==> src/hw/rtl/kteq_pkg.sv <==
// ----------------------------------------------------------------------------
// kteq_pkg
// Shared widths, defaults and control types of the keyed timer event queue.
// ----------------------------------------------------------------------------
package kteq_pkg;

    // default number of slots in the event table
    localparam int QUEUE_DEPTH_DEF = 16;

    // field widths
    localparam int KEY_W  = 16;
    localparam int TIME_W = 63;
    localparam int TAG_W  = 16;

    // stream data widths, whole bytes
    localparam int S_DATA_W = 96;   // event_key, event_time, action_tag, pad
    localparam int M_DATA_W = 96;   // fired_key, fired_tag, report_time, table_full

    // item kinds carried on s_tuser
    localparam logic FUNC_SCHEDULE = 1'b0;
    localparam logic FUNC_ADVANCE  = 1'b1;

    // commands from the controller to the datapath (single-cycle pulses)
    typedef struct packed {
        logic scan_start;   // restart the pass over all slots
        logic commit;       // apply a schedule item and load its ack
        logic fire;         // remove the earliest due entry and report it
        logic marker;       // move current time on and load the final marker
    } kteq_cmd_t;

    // status from the datapath to the controller
    typedef struct packed {
        logic scan_done;    // last slot of the pass compared this cycle
        logic is_adv;       // held item is an advance
        logic found;        // pass found an entry due before the advance time
        logic out_free;     // output register can take a beat
    } kteq_stat_t;

endpackage

==> src/hw/rtl/kteq_ctrl.sv <==
// ----------------------------------------------------------------------------
// kteq_ctrl
// Sequencer of the event queue: accepts an item, runs slot passes and
// issues commit, fire and marker commands to the datapath.
// ----------------------------------------------------------------------------
module kteq_ctrl
(
    input  logic               clk,
    input  logic               rst_n,
    input  logic               s_tvalid,
    output logic               in_ready,
    input  kteq_pkg::kteq_stat_t stat,
    output kteq_pkg::kteq_cmd_t  cmd
);

    typedef enum logic [1:0] {
        ST_IDLE,
        ST_SCAN,
        ST_EMIT
    } state_t;

    state_t               state_reg;
    logic                 in_ready_reg;
    kteq_pkg::kteq_cmd_t  cmd_reg;
    kteq_pkg::kteq_cmd_t  cmd_next;

    assign in_ready = in_ready_reg;
    assign cmd      = cmd_reg;

    // command pulses for the next cycle
    always_comb
    begin
        cmd_next = '0;
        unique case (state_reg)
            ST_IDLE:
            begin
                cmd_next.scan_start = s_tvalid && in_ready_reg;
            end
            ST_SCAN:
            begin
                cmd_next = '0;
            end
            ST_EMIT:
            begin
                if (stat.out_free)
                begin
                    // fire one entry and look again, or close the item
                    cmd_next.commit     = !stat.is_adv;
                    cmd_next.fire       = stat.is_adv && stat.found;
                    cmd_next.scan_start = stat.is_adv && stat.found;
                    cmd_next.marker     = stat.is_adv && !stat.found;
                end
            end
            default:
            begin
                cmd_next = '0;
            end
        endcase
    end

    // state and registered command pulses
    always_ff @(posedge clk or negedge rst_n)
    begin
        if (!rst_n)
        begin
            state_reg    <= ST_IDLE;
            in_ready_reg <= 1'b1;
            cmd_reg      <= '0;
        end
        else
        begin
            cmd_reg <= cmd_next;
            unique case (state_reg)
                ST_IDLE:
                begin
                    if (s_tvalid && in_ready_reg)
                    begin
                        in_ready_reg <= 1'b0;
                        state_reg    <= ST_SCAN;
                    end
                end
                ST_SCAN:
                begin
                    if (stat.scan_done)
                        state_reg <= ST_EMIT;
                end
                ST_EMIT:
                begin
                    if (stat.out_free)
                    begin
                        priority if (!stat.is_adv)
                        begin
                            in_ready_reg <= 1'b1;
                            state_reg    <= ST_IDLE;
                        end
                        else if (stat.found)
                        begin
                            state_reg <= ST_SCAN;
                        end
                        else
                        begin
                            in_ready_reg <= 1'b1;
                            state_reg    <= ST_IDLE;
                        end
                    end
                end
                default:
                begin
                    state_reg <= ST_IDLE;
                end
            endcase
        end
    end

    // at most one result command per cycle
    a_one_result: assert property (@(posedge clk) disable iff (!rst_n)
        $onehot0({cmd_reg.commit, cmd_reg.fire, cmd_reg.marker}))
        else $error("kteq_ctrl: more than one result command");

    // every firing starts the next pass at once
    a_fire_rescan: assert property (@(posedge clk) disable iff (!rst_n)
        cmd_reg.fire |-> cmd_reg.scan_start)
        else $error("kteq_ctrl: fire without a new pass");

    // an accepted beat starts a pass and closes the input
    a_accept_scan: assert property (@(posedge clk) disable iff (!rst_n)
        (s_tvalid && in_ready_reg) |=> (cmd_reg.scan_start && !in_ready_reg))
        else $error("kteq_ctrl: accepted beat did not start a pass");

endmodule

==> src/hw/rtl/kteq_dp.sv <==
// ----------------------------------------------------------------------------
// kteq_dp
// Datapath of the event queue: slot memory, valid bits, current time,
// the one-slot-per-cycle compare pass and the output register.
// ----------------------------------------------------------------------------
module kteq_dp
#(
    parameter int QUEUE_DEPTH = kteq_pkg::QUEUE_DEPTH_DEF
)
(
    input  logic                          clk,
    input  logic                          rst_n,
    input  logic                          item_load,
    input  logic                          item_func,
    input  logic [kteq_pkg::S_DATA_W-1:0] item_data,
    input  kteq_pkg::kteq_cmd_t           cmd,
    output kteq_pkg::kteq_stat_t          stat,
    output logic                          m_tvalid,
    input  logic                          m_tready,
    output logic [kteq_pkg::M_DATA_W-1:0] m_tdata,
    output logic                          m_tuser,
    output logic                          m_tlast
);

    localparam int KEY_W  = kteq_pkg::KEY_W;
    localparam int TIME_W = kteq_pkg::TIME_W;
    localparam int TAG_W  = kteq_pkg::TAG_W;
    localparam int IDX_W  = $clog2(QUEUE_DEPTH);
    localparam logic [IDX_W-1:0] LAST_IDX = IDX_W'(QUEUE_DEPTH - 1);

    // slot memory
    logic [KEY_W-1:0]  key_mem [QUEUE_DEPTH];
    logic [TIME_W-1:0] due_mem [QUEUE_DEPTH];
    logic [TAG_W-1:0]  tag_mem [QUEUE_DEPTH];
    logic [QUEUE_DEPTH-1:0] valid_reg;

    // held item
    logic              func_reg;
    logic [KEY_W-1:0]  key_reg;
    logic [TIME_W-1:0] time_reg;
    logic [TAG_W-1:0]  tag_reg;
    logic [TIME_W-1:0] cur_time_reg;

    // pass control and read data
    logic              scan_act_reg;
    logic [IDX_W-1:0]  rd_idx_reg;
    logic              cmp_vld_reg;
    logic [IDX_W-1:0]  cmp_idx_reg;
    logic [KEY_W-1:0]  rd_key_reg;
    logic [TIME_W-1:0] rd_due_reg;
    logic [TAG_W-1:0]  rd_tag_reg;

    // pass results
    logic              hit_found_reg;
    logic [IDX_W-1:0]  hit_idx_reg;
    logic              free_found_reg;
    logic [IDX_W-1:0]  free_idx_reg;
    logic              best_found_reg;
    logic [IDX_W-1:0]  best_idx_reg;
    logic [TIME_W-1:0] best_due_reg;
    logic [KEY_W-1:0]  best_key_reg;
    logic [TAG_W-1:0]  best_tag_reg;

    // output register
    logic              out_vld_reg;
    logic              out_fired_reg;
    logic [KEY_W-1:0]  out_key_reg;
    logic [TAG_W-1:0]  out_tag_reg;
    logic [TIME_W-1:0] out_time_reg;
    logic              out_full_reg;
    logic              out_last_reg;

    logic              cmp_valid;
    logic              key_hit;
    logic              due_early;
    logic              due_best;
    logic              scan_done;
    logic [IDX_W-1:0]  wr_idx;
    logic              wr_ok;
    logic [TIME_W-1:0] fire_time;
    logic [TIME_W-1:0] marker_time;

    // compare of the slot read last cycle
    assign cmp_valid = cmp_vld_reg && valid_reg[cmp_idx_reg];
    assign key_hit   = cmp_valid && (rd_key_reg == key_reg);
    assign due_early = cmp_valid && (rd_due_reg < time_reg);
    assign due_best  = !best_found_reg || (rd_due_reg < best_due_reg);
    assign scan_done = cmp_vld_reg && (cmp_idx_reg == LAST_IDX);

    // slot chosen by a schedule item: key match first, then lowest free slot
    assign wr_ok  = hit_found_reg || free_found_reg;
    assign wr_idx = hit_found_reg ? hit_idx_reg : free_idx_reg;

    // running current time
    assign fire_time   = (best_due_reg > cur_time_reg) ? best_due_reg : cur_time_reg;
    assign marker_time = (time_reg > cur_time_reg) ? time_reg : cur_time_reg;

    assign stat.scan_done = scan_done;
    assign stat.is_adv    = (func_reg == kteq_pkg::FUNC_ADVANCE);
    assign stat.found     = best_found_reg;
    assign stat.out_free  = !out_vld_reg || m_tready;

    assign m_tvalid = out_vld_reg;
    assign m_tuser  = out_fired_reg;
    assign m_tlast  = out_last_reg;
    assign m_tdata  = {out_full_reg, out_time_reg, out_tag_reg, out_key_reg};

    // item capture
    always_ff @(posedge clk)
    begin
        if (item_load)
        begin
            func_reg <= item_func;
            key_reg  <= item_data[KEY_W-1:0];
            time_reg <= item_data[KEY_W+TIME_W-1:KEY_W];
            tag_reg  <= item_data[KEY_W+TIME_W+TAG_W-1:KEY_W+TIME_W];
        end
    end

    // slot memory: one write port, one registered read port
    always_ff @(posedge clk)
    begin
        if (cmd.commit && wr_ok)
        begin
            key_mem[wr_idx] <= key_reg;
            due_mem[wr_idx] <= time_reg;
            tag_mem[wr_idx] <= tag_reg;
        end
        rd_key_reg <= key_mem[rd_idx_reg];
        rd_due_reg <= due_mem[rd_idx_reg];
        rd_tag_reg <= tag_mem[rd_idx_reg];
    end

    // valid bits and current time
    always_ff @(posedge clk or negedge rst_n)
    begin
        if (!rst_n)
        begin
            valid_reg    <= '0;
            cur_time_reg <= '0;
        end
        else
        begin
            if (cmd.commit && wr_ok)
                valid_reg[wr_idx] <= 1'b1;
            if (cmd.fire)
            begin
                valid_reg[best_idx_reg] <= 1'b0;
                cur_time_reg            <= fire_time;
            end
            if (cmd.marker)
                cur_time_reg <= marker_time;
        end
    end

    // pass sequencing: read address, then compare in the cycle after
    always_ff @(posedge clk or negedge rst_n)
    begin
        if (!rst_n)
        begin
            scan_act_reg <= 1'b0;
            rd_idx_reg   <= '0;
            cmp_vld_reg  <= 1'b0;
            cmp_idx_reg  <= '0;
        end
        else
        begin
            cmp_vld_reg <= scan_act_reg;
            cmp_idx_reg <= rd_idx_reg;
            if (cmd.scan_start)
            begin
                scan_act_reg <= 1'b1;
                rd_idx_reg   <= '0;
            end
            else if (scan_act_reg)
            begin
                rd_idx_reg <= rd_idx_reg + IDX_W'(1);
                if (rd_idx_reg == LAST_IDX)
                    scan_act_reg <= 1'b0;
            end
        end
    end

    // pass results
    always_ff @(posedge clk or negedge rst_n)
    begin
        if (!rst_n)
        begin
            hit_found_reg  <= 1'b0;
            free_found_reg <= 1'b0;
            best_found_reg <= 1'b0;
        end
        else if (cmd.scan_start)
        begin
            hit_found_reg  <= 1'b0;
            free_found_reg <= 1'b0;
            best_found_reg <= 1'b0;
        end
        else if (cmp_vld_reg)
        begin
            if (key_hit && !hit_found_reg)
                hit_found_reg <= 1'b1;
            if (!valid_reg[cmp_idx_reg] && !free_found_reg)
                free_found_reg <= 1'b1;
            if (due_early && due_best)
                best_found_reg <= 1'b1;
        end
    end

    always_ff @(posedge clk)
    begin
        if (cmp_vld_reg)
        begin
            if (key_hit && !hit_found_reg)
                hit_idx_reg <= cmp_idx_reg;
            if (!valid_reg[cmp_idx_reg] && !free_found_reg)
                free_idx_reg <= cmp_idx_reg;
            // strict compare keeps the lowest slot on equal due times
            if (due_early && due_best)
            begin
                best_idx_reg <= cmp_idx_reg;
                best_due_reg <= rd_due_reg;
                best_key_reg <= rd_key_reg;
                best_tag_reg <= rd_tag_reg;
            end
        end
    end

    // output register: valid flag
    always_ff @(posedge clk or negedge rst_n)
    begin
        if (!rst_n)
            out_vld_reg <= 1'b0;
        else if (cmd.commit || cmd.fire || cmd.marker)
            out_vld_reg <= 1'b1;
        else if (m_tready)
            out_vld_reg <= 1'b0;
    end

    // output register: payload
    always_ff @(posedge clk)
    begin
        priority if (cmd.commit)
        begin
            out_fired_reg <= 1'b0;
            out_key_reg   <= '0;
            out_tag_reg   <= '0;
            out_time_reg  <= '0;
            out_full_reg  <= !wr_ok;
            out_last_reg  <= 1'b1;
        end
        else if (cmd.fire)
        begin
            out_fired_reg <= 1'b1;
            out_key_reg   <= best_key_reg;
            out_tag_reg   <= best_tag_reg;
            out_time_reg  <= fire_time;
            out_full_reg  <= 1'b0;
            out_last_reg  <= 1'b0;
        end
        else if (cmd.marker)
        begin
            out_fired_reg <= 1'b0;
            out_key_reg   <= '0;
            out_tag_reg   <= '0;
            out_time_reg  <= marker_time;
            out_full_reg  <= 1'b0;
            out_last_reg  <= 1'b1;
        end
        else
        begin
            out_fired_reg <= out_fired_reg;
        end
    end

    // a result is only loaded into an empty output register
    a_no_overwrite: assert property (@(posedge clk) disable iff (!rst_n)
        (cmd.commit || cmd.fire || cmd.marker) |-> !out_vld_reg)
        else $error("kteq_dp: result loaded over a waiting beat");

    // a firing always removes a live entry found by the pass
    a_fire_live: assert property (@(posedge clk) disable iff (!rst_n)
        cmd.fire |-> (best_found_reg && valid_reg[best_idx_reg]))
        else $error("kteq_dp: fire without a live entry");

    // reads of a pass are all issued before its last compare
    a_pass_order: assert property (@(posedge clk) disable iff (!rst_n)
        scan_done |-> !scan_act_reg)
        else $error("kteq_dp: pass ended with reads outstanding");

endmodule

==> src/hw/rtl/keyed_timer_event_queue.sv <==
// ----------------------------------------------------------------------------
// keyed_timer_event_queue
// Timed event table keyed by identifier: schedule/replace and advance-time
// with earliest-first firing.
// ----------------------------------------------------------------------------
//  channel | dir | beat                | fields
//  s_*     | in  | one item            | tuser: func; tdata: event_key,
//          |     |                     |   event_time, action_tag
//  m_*     | out | one result          | tuser: fired; tdata: fired_key,
//          |     |                     |   fired_tag, report_time, table_full;
//          |     |                     |   tlast: last
//
// Every result needs a full pass over the slots through the single read port.
// Schedule gives one beat; advance one per firing plus the final marker. The
// next item is taken as the last result enters the output register. Reset
// clears all slots and current time at once; m_tready low holds the
// sequencer before its next result.
// ----------------------------------------------------------------------------
module keyed_timer_event_queue
#(
    parameter int QUEUE_DEPTH = kteq_pkg::QUEUE_DEPTH_DEF
)
(
    input  logic                          clk,
    input  logic                          rst_n,
    input  logic                          s_tvalid,
    output logic                          s_tready,
    input  logic [kteq_pkg::S_DATA_W-1:0] s_tdata,   // event_key, event_time, action_tag
    input  logic                          s_tuser,   // func
    output logic                          m_tvalid,
    input  logic                          m_tready,
    output logic [kteq_pkg::M_DATA_W-1:0] m_tdata,   // fired_key, fired_tag, report_time,
                                                     // table_full
    output logic                          m_tuser,   // fired
    output logic                          m_tlast    // last
);

    kteq_pkg::kteq_cmd_t  cmd;
    kteq_pkg::kteq_stat_t stat;
    logic                 in_ready;
    logic                 in_beat;

    assign s_tready = in_ready;
    assign in_beat  = s_tvalid && in_ready;

    kteq_ctrl u_ctrl
    (
        .clk      (clk),
        .rst_n    (rst_n),
        .s_tvalid (s_tvalid),
        .in_ready (in_ready),
        .stat     (stat),
        .cmd      (cmd)
    );

    kteq_dp #(
        .QUEUE_DEPTH (QUEUE_DEPTH)
    ) u_dp
    (
        .clk       (clk),
        .rst_n     (rst_n),
        .item_load (in_beat),
        .item_func (s_tuser),
        .item_data (s_tdata),
        .cmd       (cmd),
        .stat      (stat),
        .m_tvalid  (m_tvalid),
        .m_tready  (m_tready),
        .m_tdata   (m_tdata),
        .m_tuser   (m_tuser),
        .m_tlast   (m_tlast)
    );

endmodule
==> config.mk <==
export PLATFORM = sky130hd
export DESIGN_NAME = keyed_timer_event_queue
export DESIGN_NICKNAME = d
export VERILOG_FILES = /design/src/hw/rtl/kteq_pkg.sv /design/src/hw/rtl/kteq_ctrl.sv /design/src/hw/rtl/kteq_dp.sv /design/src/hw/rtl/keyed_timer_event_queue.sv
export SDC_FILE = /design/constraint.sdc
export NUM_CORES = 2
export LEC_CHECK = 0
export BUFFER_PORTS_ARGS = -buffer_cell sky130_fd_sc_hd__buf_2
export CAP_MARGIN = 20
export CORE_MARGIN = 2
export CORE_UTILIZATION = 44
export CTS_BUF_LIST = sky130_fd_sc_hd__clkbuf_4 sky130_fd_sc_hd__clkbuf_8
export DETAILED_ROUTE_END_ITERATION = 16
export GPL_TIMING_DRIVEN = 0
export PLACE_DENSITY = 0.62
export SLEW_MARGIN = 20
export SYNTH_ARGS = -nofsm -noshare
export SYNTH_HDL_FRONTEND = slang
export SYNTH_SLANG_ARGS = --single-unit
==> constraint.sdc <==
create_clock -name clk -period 21.8 [get_ports clk]
set_clock_uncertainty 0.2 [all_clocks]
set_input_delay 1.09 -clock clk [delete_from_list [all_inputs] [get_ports clk]]
set_output_delay 1.09 -clock clk [all_outputs]
set_load 0.03 [all_outputs]
==> results.md <==
- CP Capture Type: register
- R2R depth: 15
- Fin cells: 7596
- Mapped Avg Cell Area: 19.07 um2
- Routed Wire Length: 219300 um
- Seq/Total Area, Yosys: 72.59%
- Routability Congestion: 0.8882
- Layout cells sized above 1: 27.91%
- # hold bufs at CTS: 89
- Drt pass-1 iters: 6
- Design Area, Final: 95050 um2
- Reg2reg start: u_dp.time_reg[2]$_DFFE_PP_
- Crit path capture: u_dp.best_tag_reg[5]$_DFFE_PP_
- Area of the mapped netlist: 80060 um2
- Top-level I/O count: 201
- Most frequent cells in the layout: edfxtp_1 (1724), mux4_2 (480), clkbuf_8 (389)
- Slew at the pin with the worst max-slew slack: 1242 ps
- Pin count of the biggest net entering global routing: 54
- Critical-path top delay cell: edfxtp_1
- Post-Syn Nets: 4550
- Global-route wire length before repair: 316000 um
- CTS buffer count: 338
- Reg2Reg Setup Slack: 16140 ps
- Starting Density: 44.30%
- Clock latency on the worst-skew pair: 1070 ps
- Final Hold Viols: 0
- Crit-path cells: inv_1, ha_1, a21o_1, a31oi_1, o21ai_0, a221oi_1, o21ai_0, a41oi_1, o21ai_0, a211oi_4, buf_6, buf_6, buf_6, buf_8, buf_8
- Startpoint types: register
- Ys flop type: edfxtp_1
- # Post-CTS Setup Buffers: 0
- Die X: 430.6 um
- Critical path class: register to register
- Placed cells: 6896
- Critical Path Fanout Max: 19
- Vias/cell: 5.797
- Max FFs per register: 1008
- Worst hold path class: primary input to register
- Yosys cell types: 68
- CTS tree: yes
- Worst hold start: s_tdata[0]
- Clock Sinks: 2016
- Core Region: 180700 um2
- Initial antenna violation count: 14
- Clock Root Buffer: clkbuf_8
- Row count: 156
- Post-synth EDFFs: 1724
- GRT Util Overall: 23.68%
- MaxCap Viol Count: 0
- Total global routing overflow: 0
- Async SR Flop Fraction: 4.960%
- PortBufs: 199
- Crit path required time: 22350 ps
- Layout area overhead: 18.71%
- DRT iter0 DRCs: 4717
- Wirelength per Cell: 28.87 um
- Endpoints failing setup: 0
- Critical Path Start: u_dp.time_reg[2]$_DFFE_PP_
- Fin crit share: 25.98%
- Largest regs: u_dp.due_mem x1008, u_dp.key_mem x256, u_dp.tag_mem x256
- Relative slew slack: 17.19%
- Vias in the first global route: 45270
- CP peak stage delay: 810 ps
- Syn Inst Count: 4198
- Setup_tns: 0 ps
- Post-DRT Antenna Nets: 0
- Critical path arrival: 6210 ps
- Max frequency: 176.5 MHz
- Min cycle time layout: 5664 ps
- Most flops, register: u_dp.due_mem
- Pwr per Cell Area: 110.6 nW/um2
- Die Height: 430.6 um
- Outcome: finished, final reports clean
- DRC errors left: 0
- Net count, final: 5310
- Clock slew at reported path FFs: 60 ps
- Maximum vdd ir drop: 0.06968 mV
- Die Footprint: 185400 um2
- Vias: 44031
- RR Endpoint: u_dp.best_tag_reg[5]$_DFFE_PP_
- Yosys warning count: 0
- Commonest non-fill, non-tap cell in the layout: edfxtp_1
- Unrepaired setup endpoints after global routing: false
- Pleak: 0.03286 uW
- # resized after CTS: 0
- Slew Viols, Final: 0
- H-tree levels: 5
- Max clock buf depth: 4
- Placement Cell Area: 87150 um2
- Post-DP HPWL: 147300 um
- Yosys reg bits: 2016
## worst min-delay path by stage
stage                                          endpoint  slack (ps)  depth (start not counted)
after floorplan           u_dp.cmp_idx_reg[2]$_DFF_PN0_         150                          0
after global placement    u_dp.cmp_idx_reg[2]$_DFF_PN0_         150                          0
after detailed placement  u_dp.cmp_idx_reg[2]$_DFF_PN0_         160                          0
after CTS                    u_dp.time_reg[6]$_DFFE_PP_           3                          1
after global routing          u_dp.key_reg[0]$_DFFE_PP_          10                          1
final                         u_dp.key_reg[0]$_DFFE_PP_          80                          1
## metrics by stage
step / total power [uW] / hold slack, ps / worst slack, ps / utilization, %
after global routing: 10930 / 10.51 / 16000 / 52.58
after floorplan: 6228 / 151.9 / 11500 / -
after CTS: 10610 / 2.517 / 16230 / 52.54
after detailed placement: 7162 / 163.7 / 16260 / 48.22
final: 10510 / 75.67 / 16140 / 52.59
after global placement: 7110 / 152.4 / 2287 / 46.49
## synth_stat cells (10+ instances only)
cell type | count | area (um2)
buf_1 | 38 | 142.6
buf_2 | 11 | 55.05
a21oi_1 | 78 | 390.4
nor3_1 | 74 | 370.4
nor4_1 | 10 | 62.56
clkbuf_1 | 140 | 525.5
nor2_1 | 57 | 214.0
a41oi_1 | 64 | 560.5
a22o_1 | 32 | 280.3
nand2_1 | 249 | 934.7
xnor2_1 | 17 | 148.9
a22oi_1 | 63 | 473.0
o221a_1 | 63 | 709.4
mux4_2 | 480 | 10810
inv_1 | 197 | 739.5
ha_1 | 251 | 3141
a211oi_1 | 12 | 90.09
nand3_1 | 95 | 475.5
dfxtp_1 | 192 | 3844
a21o_1 | 49 | 367.9
nand4_1 | 46 | 287.8
o21ai_0 | 32 | 160.2
dfrtp_1 | 99 | 2477
edfxtp_1 | 1724 | 51770
## final cells by class
type / count / area (um2)
well taps: 2370 / 2965
flip-flops and latches: 2016 / 58120
multi-input cells: 1786 / 20530
repair buffers: 420 / 4875
clock buffers: 497 / 6165
inverters: 197 / 739.5
fillers: 14323 / 85700
plain buffers: 199 / 873.3
clock inverters: 101 / 755.7
diodes: 10 / 25.02
## critical path: cells and delay by family, from the launching register on
kind	cells	cell delay [ps]
AOI/OAI and AO/OA	8	2810
adders and majority gates	1	330
buffers and inverters	6	1140
DFF	1	810
## power breakdown
part	leakage, uW	internal [uW]	switching [uW]	total [uW]
Combinational	0.0108	1210	1330	2540
Sequential	0.0184	4340	204	4550
Clock	0.00367	1940	1490	3430
## logic make-up after synthesis
kind of cell	Yosys count	synth area share, %
simple gates	578	3.344
fa+ha+maj	251	3.922
compound gates	456	4.452
buf+inv	396	1.958
mux	482	13.53
xor+xnor	19	0.2078
flops	2016	72.59
## layer usage
layer | wire [um] | global-route usage, % | vias to the layer above
met5 | 187 | 0 | -
met4 | 7770 | 8.875 | 2
met3 | 13720 | 3.841 | 395
met2 | 109200 | 39.62 | 1813
met1 | 88390 | 31.31 | 23065
li1 | - | - | 18756
Note: power is estimated with default switching activity, not from simulation.
